## src/dlsp_pkg.sv

```systemverilog
// Shared types, codes and constants of the dual line-sensor poller.
`timescale 1ns / 1ps

package dlsp_pkg;

	// Channels on each sensor module and the width of the millisecond timestamp.
	localparam int CHANNELS_PER_MODULE = 8;
	localparam int TIME_W              = 32;

	// Widths of the stream beats.
	localparam int IN_TDATA_W  = 48;
	localparam int OUT_TDATA_W = 40;

	// Configuration port address width and register indexes.
	localparam int CFG_ADDR_W = 5;

	typedef enum logic [2:0] {
		REG_LEFT_ADDRESS     = 3'd0,
		REG_RIGHT_ADDRESS    = 3'd1,
		REG_DIGITAL_REGISTER = 3'd2,
		REG_FRAME_PERIOD     = 3'd3,
		REG_REGISTER_WAIT    = 3'd4,
		REG_STAGE_TIMEOUT    = 3'd5
	} reg_index_t;

	// Poll status codes.
	typedef enum logic [1:0] {
		ST_OK   = 2'd0,
		ST_BUSY = 2'd1,
		ST_ERR  = 2'd2
	} poll_status_t;

	// Controller command codes.
	typedef enum logic [2:0] {
		CMD_NONE     = 3'd0,
		CMD_START_WR = 3'd1,
		CMD_PUSH     = 3'd2,
		CMD_START_RD = 3'd3,
		CMD_POP      = 3'd4,
		CMD_RECOVER  = 3'd5
	} bus_command_t;

	// Sequencer steps, one-hot.
	typedef enum logic [14:0] {
		S_IDLE       = 15'b000000000000001,
		S_L_TX_START = 15'b000000000000010,
		S_L_TX_DATA  = 15'b000000000000100,
		S_L_TX_IDLE  = 15'b000000000001000,
		S_L_WAIT_REG = 15'b000000000010000,
		S_L_RX_START = 15'b000000000100000,
		S_L_RX_DATA  = 15'b000000001000000,
		S_L_RX_IDLE  = 15'b000000010000000,
		S_R_TX_START = 15'b000000100000000,
		S_R_TX_DATA  = 15'b000001000000000,
		S_R_TX_IDLE  = 15'b000010000000000,
		S_R_WAIT_REG = 15'b000100000000000,
		S_R_RX_START = 15'b001000000000000,
		S_R_RX_DATA  = 15'b010000000000000,
		S_R_RX_IDLE  = 15'b100000000000000
	} step_t;

	// Configuration register set.
	typedef struct packed {
		logic [6:0]  left_address;
		logic [6:0]  right_address;
		logic [7:0]  digital_register;
		logic [15:0] frame_period_ms;
		logic [15:0] register_wait_ms;
		logic [15:0] stage_timeout_ms;
	} cfg_t;

	// One tick: time and controller status snapshot.
	typedef struct packed {
		logic [7:0]        rx_head;
		logic              rx_ready;
		logic              tx_room;
		logic              bus_error;
		logic              bus_busy;
		logic [TIME_W-1:0] now_ms;
	} item_t;

	// One result of a tick.
	typedef struct packed {
		logic         flags_updated;
		logic [15:0]  line_flags;
		logic [7:0]   push_byte;
		logic [6:0]   bus_target;
		bus_command_t bus_command;
		poll_status_t poll_status;
	} result_t;

	// Inverts the used channels of one module byte; unused channels read as zero.
	function automatic logic [7:0] invert_channels(input logic [7:0] b);
		logic [7:0] f;
		f = '0;
		for (int i = 0; i < 8; i++) begin
			f[i] = (i < CHANNELS_PER_MODULE) && !b[i];
		end
		return f;
	endfunction

endpackage

```

## src/dlsp_cfg_regs.sv

```systemverilog
// APB configuration registers of the dual line-sensor poller.
`timescale 1ns / 1ps

module dlsp_cfg_regs
	import dlsp_pkg::*;
(
	input  logic                  clk,
	input  logic                  arst_n,
	input  logic                  psel,
	input  logic                  penable,
	input  logic                  pwrite,
	input  logic [CFG_ADDR_W-1:0] paddr,
	input  logic [31:0]           pwdata,
	output logic [31:0]           prdata,
	output logic                  pready,
	output cfg_t                  cfg
);

	cfg_t       cfg_q;
	reg_index_t idx;
	logic       wr_en;

	assign pready = 1'b1;
	assign idx    = reg_index_t'(paddr[4:2]);
	assign wr_en  = psel && penable && pwrite;
	assign cfg    = cfg_q;

	// Register writes; values are masked to the register width.
	always_ff @(posedge clk or negedge arst_n) begin
		if (!arst_n) begin
			cfg_q.left_address     <= 7'd76;
			cfg_q.right_address    <= 7'd77;
			cfg_q.digital_register <= 8'd0;
			cfg_q.frame_period_ms  <= 16'd10;
			cfg_q.register_wait_ms <= 16'd1;
			cfg_q.stage_timeout_ms <= 16'd3;
		end else if (wr_en) begin
			case (idx)
				REG_LEFT_ADDRESS:     cfg_q.left_address     <= pwdata[6:0];
				REG_RIGHT_ADDRESS:    cfg_q.right_address    <= pwdata[6:0];
				REG_DIGITAL_REGISTER: cfg_q.digital_register <= pwdata[7:0];
				REG_FRAME_PERIOD:     cfg_q.frame_period_ms  <= pwdata[15:0];
				REG_REGISTER_WAIT:    cfg_q.register_wait_ms <= pwdata[15:0];
				REG_STAGE_TIMEOUT:    cfg_q.stage_timeout_ms <= pwdata[15:0];
				default: ;
			endcase
		end
	end

	// Read-back mux.
	always_comb begin
		case (idx)
			REG_LEFT_ADDRESS:     prdata = {25'd0, cfg_q.left_address};
			REG_RIGHT_ADDRESS:    prdata = {25'd0, cfg_q.right_address};
			REG_DIGITAL_REGISTER: prdata = {24'd0, cfg_q.digital_register};
			REG_FRAME_PERIOD:     prdata = {16'd0, cfg_q.frame_period_ms};
			REG_REGISTER_WAIT:    prdata = {16'd0, cfg_q.register_wait_ms};
			REG_STAGE_TIMEOUT:    prdata = {16'd0, cfg_q.stage_timeout_ms};
			default:              prdata = 32'd0;
		endcase
	end

endmodule

```

## src/dlsp_seq_core.sv

```systemverilog
// Poll sequencer state and the per-tick transition logic.
`timescale 1ns / 1ps

module dlsp_seq_core
	import dlsp_pkg::*;
(
	input  logic    clk,
	input  logic    arst_n,
	input  logic    commit,
	input  item_t   item,
	input  cfg_t    cfg,
	output result_t result
);

	step_t             step_q, step_n;
	logic              ever_q, ever_n;
	poll_status_t      last_q, last_n;
	logic [7:0]        left_q, left_n;
	logic [7:0]        right_q, right_n;
	logic [TIME_W-1:0] fs_q, fs_n;
	logic [TIME_W-1:0] ss_q, ss_n;
	logic [15:0]       flag_q, flag_n;

	logic [TIME_W-1:0] frame_diff, stage_diff;
	logic              frame_el_q, stage_el_q, wait_el;
	logic              starting, frame_el, stage_el;
	logic              hold, cond, ok, fail;
	step_t             step_c;

	// Next step along the frame.
	function automatic step_t next_step(input step_t s);
		case (s)
			S_L_TX_START: return S_L_TX_DATA;
			S_L_TX_DATA:  return S_L_TX_IDLE;
			S_L_TX_IDLE:  return S_L_WAIT_REG;
			S_L_WAIT_REG: return S_L_RX_START;
			S_L_RX_START: return S_L_RX_DATA;
			S_L_RX_DATA:  return S_L_RX_IDLE;
			S_L_RX_IDLE:  return S_R_TX_START;
			S_R_TX_START: return S_R_TX_DATA;
			S_R_TX_DATA:  return S_R_TX_IDLE;
			S_R_TX_IDLE:  return S_R_WAIT_REG;
			S_R_WAIT_REG: return S_R_RX_START;
			S_R_RX_START: return S_R_RX_DATA;
			S_R_RX_DATA:  return S_R_RX_IDLE;
			default:      return S_IDLE;
		endcase
	endfunction

	// Elapsed-time compares, modulo the timestamp width.
	assign frame_diff = item.now_ms - fs_q;
	assign stage_diff = item.now_ms - ss_q;
	assign frame_el_q = frame_diff >= {{(TIME_W-16){1'b0}}, cfg.frame_period_ms};
	assign stage_el_q = stage_diff >= {{(TIME_W-16){1'b0}}, cfg.stage_timeout_ms};
	assign wait_el    = stage_diff >= {{(TIME_W-16){1'b0}}, cfg.register_wait_ms};

	// A frame that starts on this tick sees zero elapsed time.
	assign starting = (step_q == S_IDLE) && !(ever_q && !frame_el_q);
	assign frame_el = starting ? (cfg.frame_period_ms == 16'd0) : frame_el_q;
	assign stage_el = starting ? (cfg.stage_timeout_ms == 16'd0) : stage_el_q;

	// Transition for one tick.
	always_comb begin
		step_n = step_q;
		ever_n = ever_q;
		last_n = last_q;
		left_n = left_q;
		right_n = right_q;
		fs_n = fs_q;
		ss_n = ss_q;
		flag_n = flag_q;
		step_c = step_q;
		hold = 1'b0;
		cond = 1'b0;
		fail = 1'b0;
		ok = 1'b0;

		result.poll_status = ST_BUSY;
		result.bus_command = CMD_NONE;
		result.bus_target = 7'd0;
		result.push_byte = 8'd0;
		result.flags_updated = 1'b0;

		// Idle: wait for the frame period (the first frame opens at once), then open a new frame.
		if (step_q == S_IDLE) begin
			if (!starting) begin
				hold = 1'b1;
				result.poll_status = last_q;
			end else begin
				ever_n = 1'b1;
				fs_n = item.now_ms;
				ss_n = item.now_ms;
				last_n = ST_BUSY;
				step_c = S_L_TX_START;
				step_n = S_L_TX_START;
			end
		end

		// Condition each waiting step looks for.
		case (step_c)
			S_L_TX_DATA, S_R_TX_DATA: cond = item.tx_room;
			S_L_RX_DATA, S_R_RX_DATA: cond = item.rx_ready;
			default:                  cond = !item.bus_busy;
		endcase

		if (!hold) begin
			if (frame_el) begin
				fail = 1'b1;
			end else begin
				ok = !item.bus_error && cond;
				case (step_c)
					S_L_TX_START, S_R_TX_START, S_L_RX_START, S_R_RX_START: begin
						fail = !ok && (item.bus_error || stage_el);
						if (ok) begin
							result.bus_command =
								((step_c == S_L_RX_START) || (step_c == S_R_RX_START)) ?
								CMD_START_RD : CMD_START_WR;
							result.bus_target =
								((step_c == S_R_TX_START) || (step_c == S_R_RX_START)) ?
								cfg.right_address : cfg.left_address;
							ss_n = item.now_ms;
							step_n = next_step(step_c);
						end
					end
					S_L_TX_DATA, S_R_TX_DATA: begin
						fail = !ok && (item.bus_error || stage_el);
						if (ok) begin
							result.bus_command = CMD_PUSH;
							result.push_byte = cfg.digital_register;
							ss_n = item.now_ms;
							step_n = next_step(step_c);
						end
					end
					S_L_TX_IDLE, S_R_TX_IDLE, S_L_RX_IDLE: begin
						fail = !ok && (item.bus_error || stage_el);
						if (ok) begin
							ss_n = item.now_ms;
							step_n = next_step(step_c);
						end
					end
					S_L_WAIT_REG, S_R_WAIT_REG: begin
						if (wait_el) begin
							ss_n = item.now_ms;
							step_n = next_step(step_c);
						end
					end
					S_L_RX_DATA, S_R_RX_DATA: begin
						fail = !ok && (item.bus_error || stage_el);
						if (ok) begin
							result.bus_command = CMD_POP;
							if (step_c == S_R_RX_DATA) begin
								right_n = item.rx_head;
							end else begin
								left_n = item.rx_head;
							end
							ss_n = item.now_ms;
							step_n = next_step(step_c);
						end
					end
					S_R_RX_IDLE: begin
						fail = !ok && (item.bus_error || stage_el);
						if (ok) begin
							flag_n = {8'd0, invert_channels(left_q)} |
								({8'd0, invert_channels(right_q)} << CHANNELS_PER_MODULE);
							step_n = S_IDLE;
							last_n = ST_OK;
							result.poll_status = ST_OK;
							result.flags_updated = 1'b1;
						end
					end
					default: begin
						step_n = S_IDLE;
						result.poll_status = last_q;
					end
				endcase
			end

			// Bus error or timeout: recover and end the frame.
			if (fail) begin
				step_n = S_IDLE;
				fs_n = item.now_ms;
				ss_n = item.now_ms;
				last_n = ST_ERR;
				result.poll_status = ST_ERR;
				result.bus_command = CMD_RECOVER;
			end
		end

		result.line_flags = flag_n;
	end

	// Sequencer control state.
	always_ff @(posedge clk or negedge arst_n) begin
		if (!arst_n) begin
			step_q <= S_IDLE;
			ever_q <= 1'b0;
			last_q <= ST_BUSY;
			left_q <= 8'd0;
			right_q <= 8'd0;
			fs_q <= '0;
			ss_q <= '0;
			flag_q <= 16'd0;
		end else if (commit) begin
			step_q <= step_n;
			ever_q <= ever_n;
			last_q <= last_n;
			left_q <= left_n;
			right_q <= right_n;
			fs_q <= fs_n;
			ss_q <= ss_n;
			flag_q <= flag_n;
		end
	end

endmodule

```

## src/dual_i2c_line_sensor_poller.sv

```systemverilog
// Top level of the dual line-sensor poller: stream channels, input and result registers.
//
// Usage: each input beat on the s_ channel is one tick, carrying the current
// millisecond time and a snapshot of the I2C controller status. For every beat
// the block returns exactly one result beat on the m_ channel, carrying the
// poll status, at most one controller command with its target or byte, the
// latched line flags and a flag that marks the tick that completed a frame.
// The APB port holds the module addresses, the register byte and the timing
// limits; write it only while no beat is in flight.
// Path: an accepted beat is registered in the input register, passes the
// sequencer logic and is registered in the result register; a low m_tready
// can hold it in either register.
// Throughput: one beat per cycle while m_tready is high; the sequencer state
// update is combinational subtract-compare and step selection between the
// input register and the result register.
// Reset: arst_n clears the sequencer to idle with busy status and zero flags,
// loads the register reset values and empties both registers.
// Stalls: when m_tready is low the result beat holds; one more beat waits in
// the input register, after which s_tready drops until the result is taken.
`timescale 1ns / 1ps

module dual_i2c_line_sensor_poller
	import dlsp_pkg::*;
(
	input  logic                   clk,
	input  logic                   arst_n,
	// now_ms[31:0], bus_busy[32], bus_error[33], tx_room[34], rx_ready[35],
	// rx_head[43:36], zero fill[47:44]
	input  logic [IN_TDATA_W-1:0]  s_tdata,
	input  logic                   s_tvalid,
	output logic                   s_tready,
	// poll_status[1:0], bus_command[4:2], bus_target[11:5], push_byte[19:12],
	// line_flags[35:20], flags_updated[36], zero fill[39:37]
	output logic [OUT_TDATA_W-1:0] m_tdata,
	output logic                   m_tvalid,
	input  logic                   m_tready,
	input  logic                   psel,
	input  logic                   penable,
	input  logic                   pwrite,
	input  logic [CFG_ADDR_W-1:0]  paddr,
	input  logic [31:0]            pwdata,
	output logic [31:0]            prdata,
	output logic                   pready
);

	cfg_t    cfg;
	item_t   item_s1;
	logic    valid_s1;
	logic    adv;
	result_t res;
	result_t res_q;
	logic    m_valid_q;

	dlsp_cfg_regs u_cfg (
		.clk     (clk),
		.arst_n  (arst_n),
		.psel    (psel),
		.penable (penable),
		.pwrite  (pwrite),
		.paddr   (paddr),
		.pwdata  (pwdata),
		.prdata  (prdata),
		.pready  (pready),
		.cfg     (cfg)
	);

	// The input beat moves on when the result register is free or being drained.
	assign adv      = valid_s1 && (!m_valid_q || m_tready);
	assign s_tready = !valid_s1 || adv;

	// Input register.
	always_ff @(posedge clk or negedge arst_n) begin
		if (!arst_n) begin
			valid_s1 <= 1'b0;
		end else if (s_tready) begin
			valid_s1 <= s_tvalid;
		end
	end

	always_ff @(posedge clk) begin
		if (s_tready && s_tvalid) begin
			item_s1 <= item_t'(s_tdata[43:0]);
		end
	end

	dlsp_seq_core u_core (
		.clk    (clk),
		.arst_n (arst_n),
		.commit (adv),
		.item   (item_s1),
		.cfg    (cfg),
		.result (res)
	);

	// Result register.
	always_ff @(posedge clk or negedge arst_n) begin
		if (!arst_n) begin
			m_valid_q <= 1'b0;
		end else if (adv) begin
			m_valid_q <= 1'b1;
		end else if (m_tready) begin
			m_valid_q <= 1'b0;
		end
	end

	always_ff @(posedge clk) begin
		if (adv) begin
			res_q <= res;
		end
	end

	assign m_tvalid = m_valid_q;
	assign m_tdata  = {3'd0, res_q};

endmodule
```

## config.mk

```make
export PLATFORM = sky130hd
export DESIGN_NAME = dual_i2c_line_sensor_poller
export DESIGN_NICKNAME = d
export VERILOG_FILES = /design/src/dlsp_pkg.sv /design/src/dlsp_cfg_regs.sv /design/src/dlsp_seq_core.sv /design/src/dual_i2c_line_sensor_poller.sv
export SDC_FILE = /design/constraint.sdc
export NUM_CORES = 1
export LEC_CHECK = 0
export BUFFER_PORTS_ARGS = -buffer_cell sky130_fd_sc_hd__buf_2
export CAP_MARGIN = 20
export CORE_MARGIN = 1
export CORE_UTILIZATION = 35
export CTS_CLUSTER_DIAMETER = 60
export DETAILED_ROUTE_END_ITERATION = 16
export GPL_ROUTABILITY_DRIVEN = 0
export SYNTH_ARGS = -nofsm -noshare
export SYNTH_HDL_FRONTEND = slang
export SYNTH_HIERARCHICAL = 1
export SYNTH_SLANG_ARGS = --single-unit
```

## constraint.sdc

```tcl
create_clock -name clk -period 4.7 [get_ports clk]
set_clock_uncertainty 0.05 [all_clocks]
set_input_delay 0.235 -clock clk [delete_from_list [all_inputs] [get_ports clk]]
set_output_delay 0.235 -clock clk [all_outputs]
set_load 0.005 [all_outputs]
```

== Word level (Yosys, flattened, before mapping) ==
Cells that the tools add are included.

* Add/sub/neg operators: 2
* Magnitude comparators: 3
* Equal/unequal tests: 20
* Multiplexer cells: 57
* Bitwise operators: 8
* Reductions and logical operators: 60

{| class="wikitable"
|+ Operators with widths
! cell !! number
|-
| $mux W32 || 11
|-
| $pmux W15 S13 || 1
|-
| $mux W15 || 8
|-
| $ge A32 B16 Y1 || 3
|-
| $pmux W16 S6 || 1
|-
| $mux W16 || 4
|-
| $pmux W32 S2 || 1
|-
| $sub A32 B32 Y32 || 2
|-
| $pmux W15 S3 || 1
|-
| $logic_not A16 Y1 || 2
|-
| $mux W2 || 12
|-
| $logic_not A1 Y1 || 23
|-
| $or A8 B16 Y16 || 1
|-
| $eq A15 B1 Y1 const B || 1
|-
| $eq A15 B10 Y1 const B || 1
|-
| $eq A15 B11 Y1 const B || 1
|-
| $eq A15 B12 Y1 const B || 1
|-
| $eq A15 B13 Y1 const B || 1
|-
| $eq A15 B14 Y1 const B || 1
|-
| $eq A15 B15 Y1 const B || 1
|-
| $eq A15 B2 Y1 const B || 1
|-
| $eq A15 B3 Y1 const B || 1
|-
| $eq A15 B4 Y1 const B || 1
|-
| $eq A15 B5 Y1 const B || 1
|-
| 29 further kinds || 69
|}

* Flip-flop bits (word level): 267
* Input port bits: 92
* Word-level logic and storage cells: 179

== Longest topological paths before layout ==
* Depth after elaboration: 19
* Gate-level depth with buffers: 23

== Cells and area by module ==
Netlist, hierarchy kept.

{| class="wikitable"
|+ By module, submodules not included
! module !! times used !! cells each !! area each (µm²) !! seq. area each (µm²)
|-
| dlsp_seq_core || 1 || 1237 || 10538.9 || 2855.2
|-
| dlsp_cfg_regs || 1 || 243 || 3387.0 || 1766.7
|-
| dual_i2c_line_sensor_poller || 1 || 93 || 2562.5 || 2482.4
|}

== Worst setup path after synthesis ==
Ideal clock, no wire load.

* Path type: register to register
* Start: register item_s1[8] (netlist bit)
* End: register u_core.fs_q[10]
* Data arrival time: 4802 ps
* Required time: 4522 ps
* Slack: -279 ps
* Cell stages (with the launch flop): 23
* Buffers on the path: 2
* Clock period less this slack: 4979 ps
* Cell sequence: edfxtp_1 > ha_1 > nand2_1 > or3_1 > a21oi_1 > nor2_1 > o21ai_0 > xor2_1 > ha_1 > a21oi_1 > nor2b_1 > o21ai_0 > o311ai_0 > nor4_1 > nand4_1 > nor4_1 > and4_1 > clkbuf_1 > a31oi_4 > a311o_1 > o21ai_2 > buf_4 > mux2_1

* Word-level cells in the longest chain between the ends: 19
* Elaborated cells between the ends (all ways): 41

{| class="wikitable"
|+ RTL lines
! item !! RTL line !! RTL
|-
| start, declared || dual_i2c_line_sensor_poller.sv:47 || <nowiki>item_t item_s1;</nowiki>
|-
| start signal, assigned || dual_i2c_line_sensor_poller.sv:82 || <nowiki>item_s1 <= item_t'(s_tdata[43:0]);</nowiki>
|-
| $sub A32 B32 Y32 || dlsp_seq_core.sv:51 || <nowiki>assign frame_diff = item.now_ms - fs_q;</nowiki>
|-
| $ge A32 B16 Y1 || dlsp_seq_core.sv:53 || <nowiki>assign frame_el_q = frame_diff >= {{(TIME_W-16){1'b0}}, cfg.frame_period_ms};</nowiki>
|-
| $logic_not A1 Y1 || dlsp_seq_core.sv:58 || <nowiki>assign starting = (step_q == S_IDLE) && !(ever_q && !frame_el_q);</nowiki>
|-
| $logic_and A1 B1 Y1 || dlsp_seq_core.sv:58 ||
|-
| $logic_not A1 Y1 || dlsp_seq_core.sv:58 ||
|-
| $logic_and A1 B1 Y1 || dlsp_seq_core.sv:58 ||
|-
| $mux W15 || dlsp_seq_core.sv:86 || <nowiki>if (!starting) begin</nowiki>
|-
| $mux W15 || dlsp_seq_core.sv:85 || <nowiki>if (step_q == S_IDLE) begin</nowiki>
|-
| [3 not listed] || n/a ||
|-
| $logic_and A1 B1 Y1 || dlsp_seq_core.sv:110 || <nowiki>ok = !item.bus_error && cond;</nowiki>
|-
| $logic_not A1 Y1 || n/a ||
|-
| $logic_and A1 B1 Y1 || n/a ||
|-
| $mux W1 || n/a ||
|-
| $mux W1 || dlsp_seq_core.sv:107 || <nowiki>if (frame_el) begin</nowiki>
|-
| $mux W1 || dlsp_seq_core.sv:106 || <nowiki>if (!hold) begin</nowiki>
|-
| $mux W32 || dlsp_seq_core.sv:179 || <nowiki>if (fail) begin</nowiki>
|-
| $mux W32 * || dlsp_seq_core.sv:106 ||
|-
| end signal, assigned || dlsp_seq_core.sv:209 || <nowiki>fs_q <= fs_n;</nowiki>
|-
| end, declared || dlsp_seq_core.sv:20 || <nowiki>logic [TIME_W-1:0] fs_q, fs_n;</nowiki>
|}

Every way passes the cells marked *; elsewhere a longest branch is shown, timed or not. The select of a mux whose other input is x is not followed.
A chain may end at the register's enable or synchronous reset.

== Worst setup path after layout ==
* Start: register item_s1[7] (netlist bit)
* End: register u_core.last_q[1]

* Word-level cells in the longest chain between the ends: 19
* Elaborated cells between the ends (all ways): 44

{| class="wikitable"
|+ RTL lines
! item !! RTL line !! RTL
|-
| $sub A32 B32 Y32 || dlsp_seq_core.sv:51 ||
|-
| $ge A32 B16 Y1 || dlsp_seq_core.sv:53 ||
|-
| $logic_not A1 Y1 || dlsp_seq_core.sv:58 ||
|-
| $logic_and A1 B1 Y1 || dlsp_seq_core.sv:58 ||
|-
| $logic_not A1 Y1 || dlsp_seq_core.sv:58 ||
|-
| $logic_and A1 B1 Y1 || dlsp_seq_core.sv:58 ||
|-
| $mux W15 || dlsp_seq_core.sv:86 ||
|-
| $mux W15 || dlsp_seq_core.sv:85 ||
|-
| [3 not listed] || n/a ||
|-
| $logic_and A1 B1 Y1 || dlsp_seq_core.sv:110 ||
|-
| $logic_not A1 Y1 || n/a ||
|-
| $logic_and A1 B1 Y1 || n/a ||
|-
| $mux W1 || n/a ||
|-
| $mux W1 || dlsp_seq_core.sv:107 ||
|-
| $mux W1 || dlsp_seq_core.sv:106 ||
|-
| $mux W2 || dlsp_seq_core.sv:179 ||
|-
| $mux W2 * || dlsp_seq_core.sv:106 ||
|-
| end signal, assigned || dlsp_seq_core.sv:206 || <nowiki>last_q <= last_n;</nowiki>
|-
| end, declared || dlsp_seq_core.sv:17 || <nowiki>poll_status_t last_q, last_n;</nowiki>
|}

Marks and branches as above.

==> flow_summary_export.csv <==
group,metric,value,unit
outcome,run_status,"complete, but fails checks",
outcome,failed_checks,"negative setup slack",
power_and_ir_drop,sequentialPowerShare,0.236,
finish,area_delta_synth_final,32.7,%
floorplanning,floorplan.io_pins,167,
finish,seq_area,7100,µm²
clock_network,cts_tree,"yes",
synthesis,post_synth_num_cell_types,91,
global_route,grt_max_degree,119,
timing,fin_worst_hold_slack,0.195,ns
finish,antenna-diode-count,0,
timing,finalCritPeriodShare,1.05,
finish,final_cell_count_without_fillers,2559,
finish,layout.cell_area.non_filler,21900,µm²
floorplanning,floorplan_die_area,48000,µm²
global_route,global_route_wire_length_before_repair,71600,µm
synthesis,asyncSetResetFlopFracSynth,0.697,
floorplanning,floorplan.die.height,219,µm
job,max-cap-violations,0,
timing,final_critical_path_setup_slack,-0.236,ns
synthesis,synth_area,16500,µm²
timing,finalCriticalPeriod,4.94,ns
clock_network,cts-root-buf,"sky130_fd_sc_hd__clkbuf_16",
synthesis,post_synth_inst_count,1573,
timing,grt_setup_unrepaired,"true",
synthesis,yosys_register_bits,267,
synthesis,synth_seq_area_share,0.431,
critical_path,worst_setup_path_startpoint,"item_s1[7]",
floorplanning,rows,79,
global_route,grt_overflow_total,0,
route,drt_drc_violations_left,0,
finish,fillerInstances,4274,
place,io_buf_count,124,
synthesis,yosys_warnings,6,
clock_network,cts_sinks,267,
route,routed_wire_length_per_instance,18.5,µm
power_and_ir_drop,netSwitchingPower,5.36,mW
global_route,grt_antenna_before_repair,0,
synthesis,avgSynthCellArea,10.5,µm²
power_and_ir_drop,totalPowerFinal,13.8,mW
power_and_ir_drop,power-per-cell-area,631,nW/µm²
critical_path,crit_fanout,9,
route,routed-via-count,13500,
critical_path,crit_chain,"ha_4 -> nand2_2 -> or3_4 -> a21oi_4 -> nor2_4 -> o21ai_2 -> xor2_1 -> ha_1 -> a21oi_2 -> nor2b_1 -> o21ai_1 -> o311ai_1 -> nor4_1 -> nand4_1 -> nor4_2 -> and4_4 -> a31oi_4 -> buf_6 -> a2111o_2 -> buf_12 -> a21o_1 -> a22o_1",
route,ant_nets,0,
critical_path,cp_slowest_stage_delay,0.54,ns
hold_path,min-delay-path-class,"in -> async",
place,detailed_place_hpwl,33000,µm
power_and_ir_drop,clock_power_share,0.203,
finish,nNetsFinal,2128,
power_and_ir_drop,ir_worst_vdd,0.303,mV
route,wl,47300,µm
route,detailedRoute.firstIterationViolations,919,
route,detail_route.first_pass.iterations,5,
clock_network,cts-buffers-inserted,37,
power_and_ir_drop,power_leakage,10.1,nW
finish,mostFrequentLayoutCell,"sky130_fd_sc_hd__dfrtp_1",
clock_network,cts.path.max_buffers,3,
clock_network,clock_insertion_delay_worst_skew,0.54,ns
finish,finalCoreUtilization,0.470,
synthesis,number_of_enable_flip_flop_cells_after_synthesis,81,
clock_network,worst_setup_hold_path_clk_slew,0.06,ns
synthesis,synth_ff_type,"sky130_fd_sc_hd__dfrtp_1",
finish,mostFrequentLayoutCells,"172 x sky130_fd_sc_hd__dfrtp_1, 146 x sky130_fd_sc_hd__inv_1, 144 x sky130_fd_sc_hd__buf_4",
critical_path,crit-reg2reg-launch,"item_s1[7]",
timing,max_clock_freq,203,MHz
critical_path,crit_type,"reg -> reg",
timing,finalSetupViolations,138,
finish,share_of_post_route_cells_with_drive_strength_above_1,0.323,
route,post_drt_via_cell_ratio,5.26,
global_route,grt_pass1_vias,13200,
place,detailed_place.area,18800,µm²
critical_path,setup.worst_path.end_class,"flip-flop",
floorplanning,starting_utilization_of_the_core_area,0.354,
finish,multiInputGateArea,9240,µm²
power_and_ir_drop,power.internal,8.45,mW
timing,final_hold_viol_count,0,
floorplanning,die_w,219,µm
timing,max_slew.worst_pin.slew,1.10,ns
timing,final-max-slew-violation-count,0,
power_and_ir_drop,comb_power_share,0.562,
critical_path,cp_data_arrival_time,5.31,ns
clock_network,clock_tree.htree_level_count,2,
timing,max_slew_margin,0.256,
critical_path,slowest_stage,"sky130_fd_sc_hd__a2111o_2",
critical_path,required,5.07,ns
global_route,grt_use_total,0.190,
place,dpl.cell_count,2399,
floorplanning,core_area,46600,µm²
power_and_ir_drop,power_switching_share,0.388,
critical_path,critPathLaunchType,"flip-flop",
==> worst paths after layout <==
| kind | end | slack (ns) | cells after the start |
|---|---|---|---|
| setup / recovery | u_core/last_q[1] | -0.24 | 22 |
| hold / removal | u_core/fs_q[6] | 0.20 | 2 |
| setup reg to reg | u_core/last_q[1] | -0.24 | 22 |
| hold reg to reg | u_core/flag_q[1] | 0.44 | 1 |
| max in group asynchronous | u_core/ever_q | 3.34 | 3 |
| min in group clk | u_cfg/cfg[55] | 0.27 | 4 |
==> routing by layer <==
layer | routed length (µm) | share of wire | GRT usage
met3 | 2260 | 0.048 | 0.0291
met1 | 21700 | 0.46 | 0.259
met5 | 0 | 0 | 0
met4 | 1260 | 0.027 | 0.0653
met2 | 22100 | 0.47 | 0.306
==> area by class of cell <==
| type | count | area share |
|---|---|---|
| Tap cell | 607 | 0.0347 |
| Sequential cell | 267 | 0.325 |
| Inverter | 147 | 0.0252 |
| Clock inverter | 15 | 0.00852 |
| Timing Repair Buffer | 372 | 0.137 |
| Clock buffer | 52 | 0.0476 |
| Multi-Input combinational cell | 1099 | 0.422 |
==> cells in the mapped netlist, drive strengths merged, types with 4 or more instances <==
cell type | n | area [µm²]
dfrtp | 172 | 4300
mux2 | 148 | 1690
inv | 147 | 552
ha | 110 | 1380
nand2 | 93 | 349
a21oi | 92 | 472
edfxtp | 81 | 2430
nor2 | 72 | 285
o21ai | 68 | 344
buf | 59 | 370
mux2i | 59 | 591
nor3 | 38 | 195
nand4 | 30 | 188
a21o | 27 | 203
xnor2 | 23 | 201
nand2b | 21 | 131
nand3 | 19 | 100
o21a | 19 | 143
xor2 | 19 | 166
clkbuf | 18 | 67.6
nor4 | 17 | 106
o211ai | 17 | 128
a211oi | 16 | 120
a31oi | 15 | 109
dfstp | 14 | 368
and2 | 13 | 83.8
or3 | 13 | 81.3
a22o | 11 | 96.3
and3 | 10 | 62.6
nor2b | 9 | 56.3
nor3b | 9 | 67.6
o21bai | 9 | 67.6
o221ai | 9 | 78.8
o2bb2ai | 9 | 78.8
a221oi | 5 | 56.3
o31ai | 5 | 42.5
or2 | 5 | 31.3
and4 | 4 | 35.0
o2111ai | 4 | 35.0
o22ai | 4 | 25.0
==> registers in the layout, indices dropped and copies added (netlist names), 15 cells and up <==
name	count
u_cfg/cfg	70
u_core/flag_q	16
m_tdata	37
u_core/fs_q	32
item_s1	44
u_core/ss_q	32
u_core/step_q	15
==> worst max-delay path, delay by kind of cell, from the launching register on <==
family	cells	cell delay [ns]
compound gates	9	1.69
xor+xnor	1	0.20
fa+ha+maj	2	0.59
buf+inv	2	0.36
flops	1	0.43
simple gates	8	1.52
==> per-stage QoR <==
| step | setup WS, ns | setup TNS [ns] |
|---|---|---|
| floorplan | 0.00150 | 0 |
| global placement | -0.381 | -33.29 |
| detailed placement | -0.423 | -42.13 |
| CTS | -0.192 | -13.48 |
| global route | -0.519 | -63.57 |
| finish | -0.236 | -20.97 |
==> power by group through the flow <==
stage	clock [mW]	combinational [mW]	sequential [mW]
2_1_floorplan	0	4.47	3.17
3_3_place_gp	0	6.41	3.25
3_5_place_dp	0	6.58	3.28
4_1_cts	2.89	7.02	3.24
5_1_grt	2.97	8.51	3.32
6_report	2.80	7.76	3.26
==> logic make-up after synthesis <==
group                      synth area share
DFF                                   0.431
and+or+nand+nor                       0.117
AOI/OAI and AO/OA                     0.144
buffers and inverters                0.0600
adders and majority gates            0.0859
muxes                                 0.138
xor gates and xnor gates             0.0223
other                              0.000683
==> what timing repair did <==
| action | 4_1_cts | 5_1_grt |
|---|---|---|
| buffers inserted | 5 | 15 |
| pin swaps | 13 | 53 |
| hold buffers | 64 | 0 |
| resized for setup | 64 | 158 |
| hold endpoints to repair | 184 | 0 |
| endpoints found under the setup margin | 149 | 150 |
| gates cloned | 5 | 8 |
Note: power is estimated with default switching activity, not from simulation.
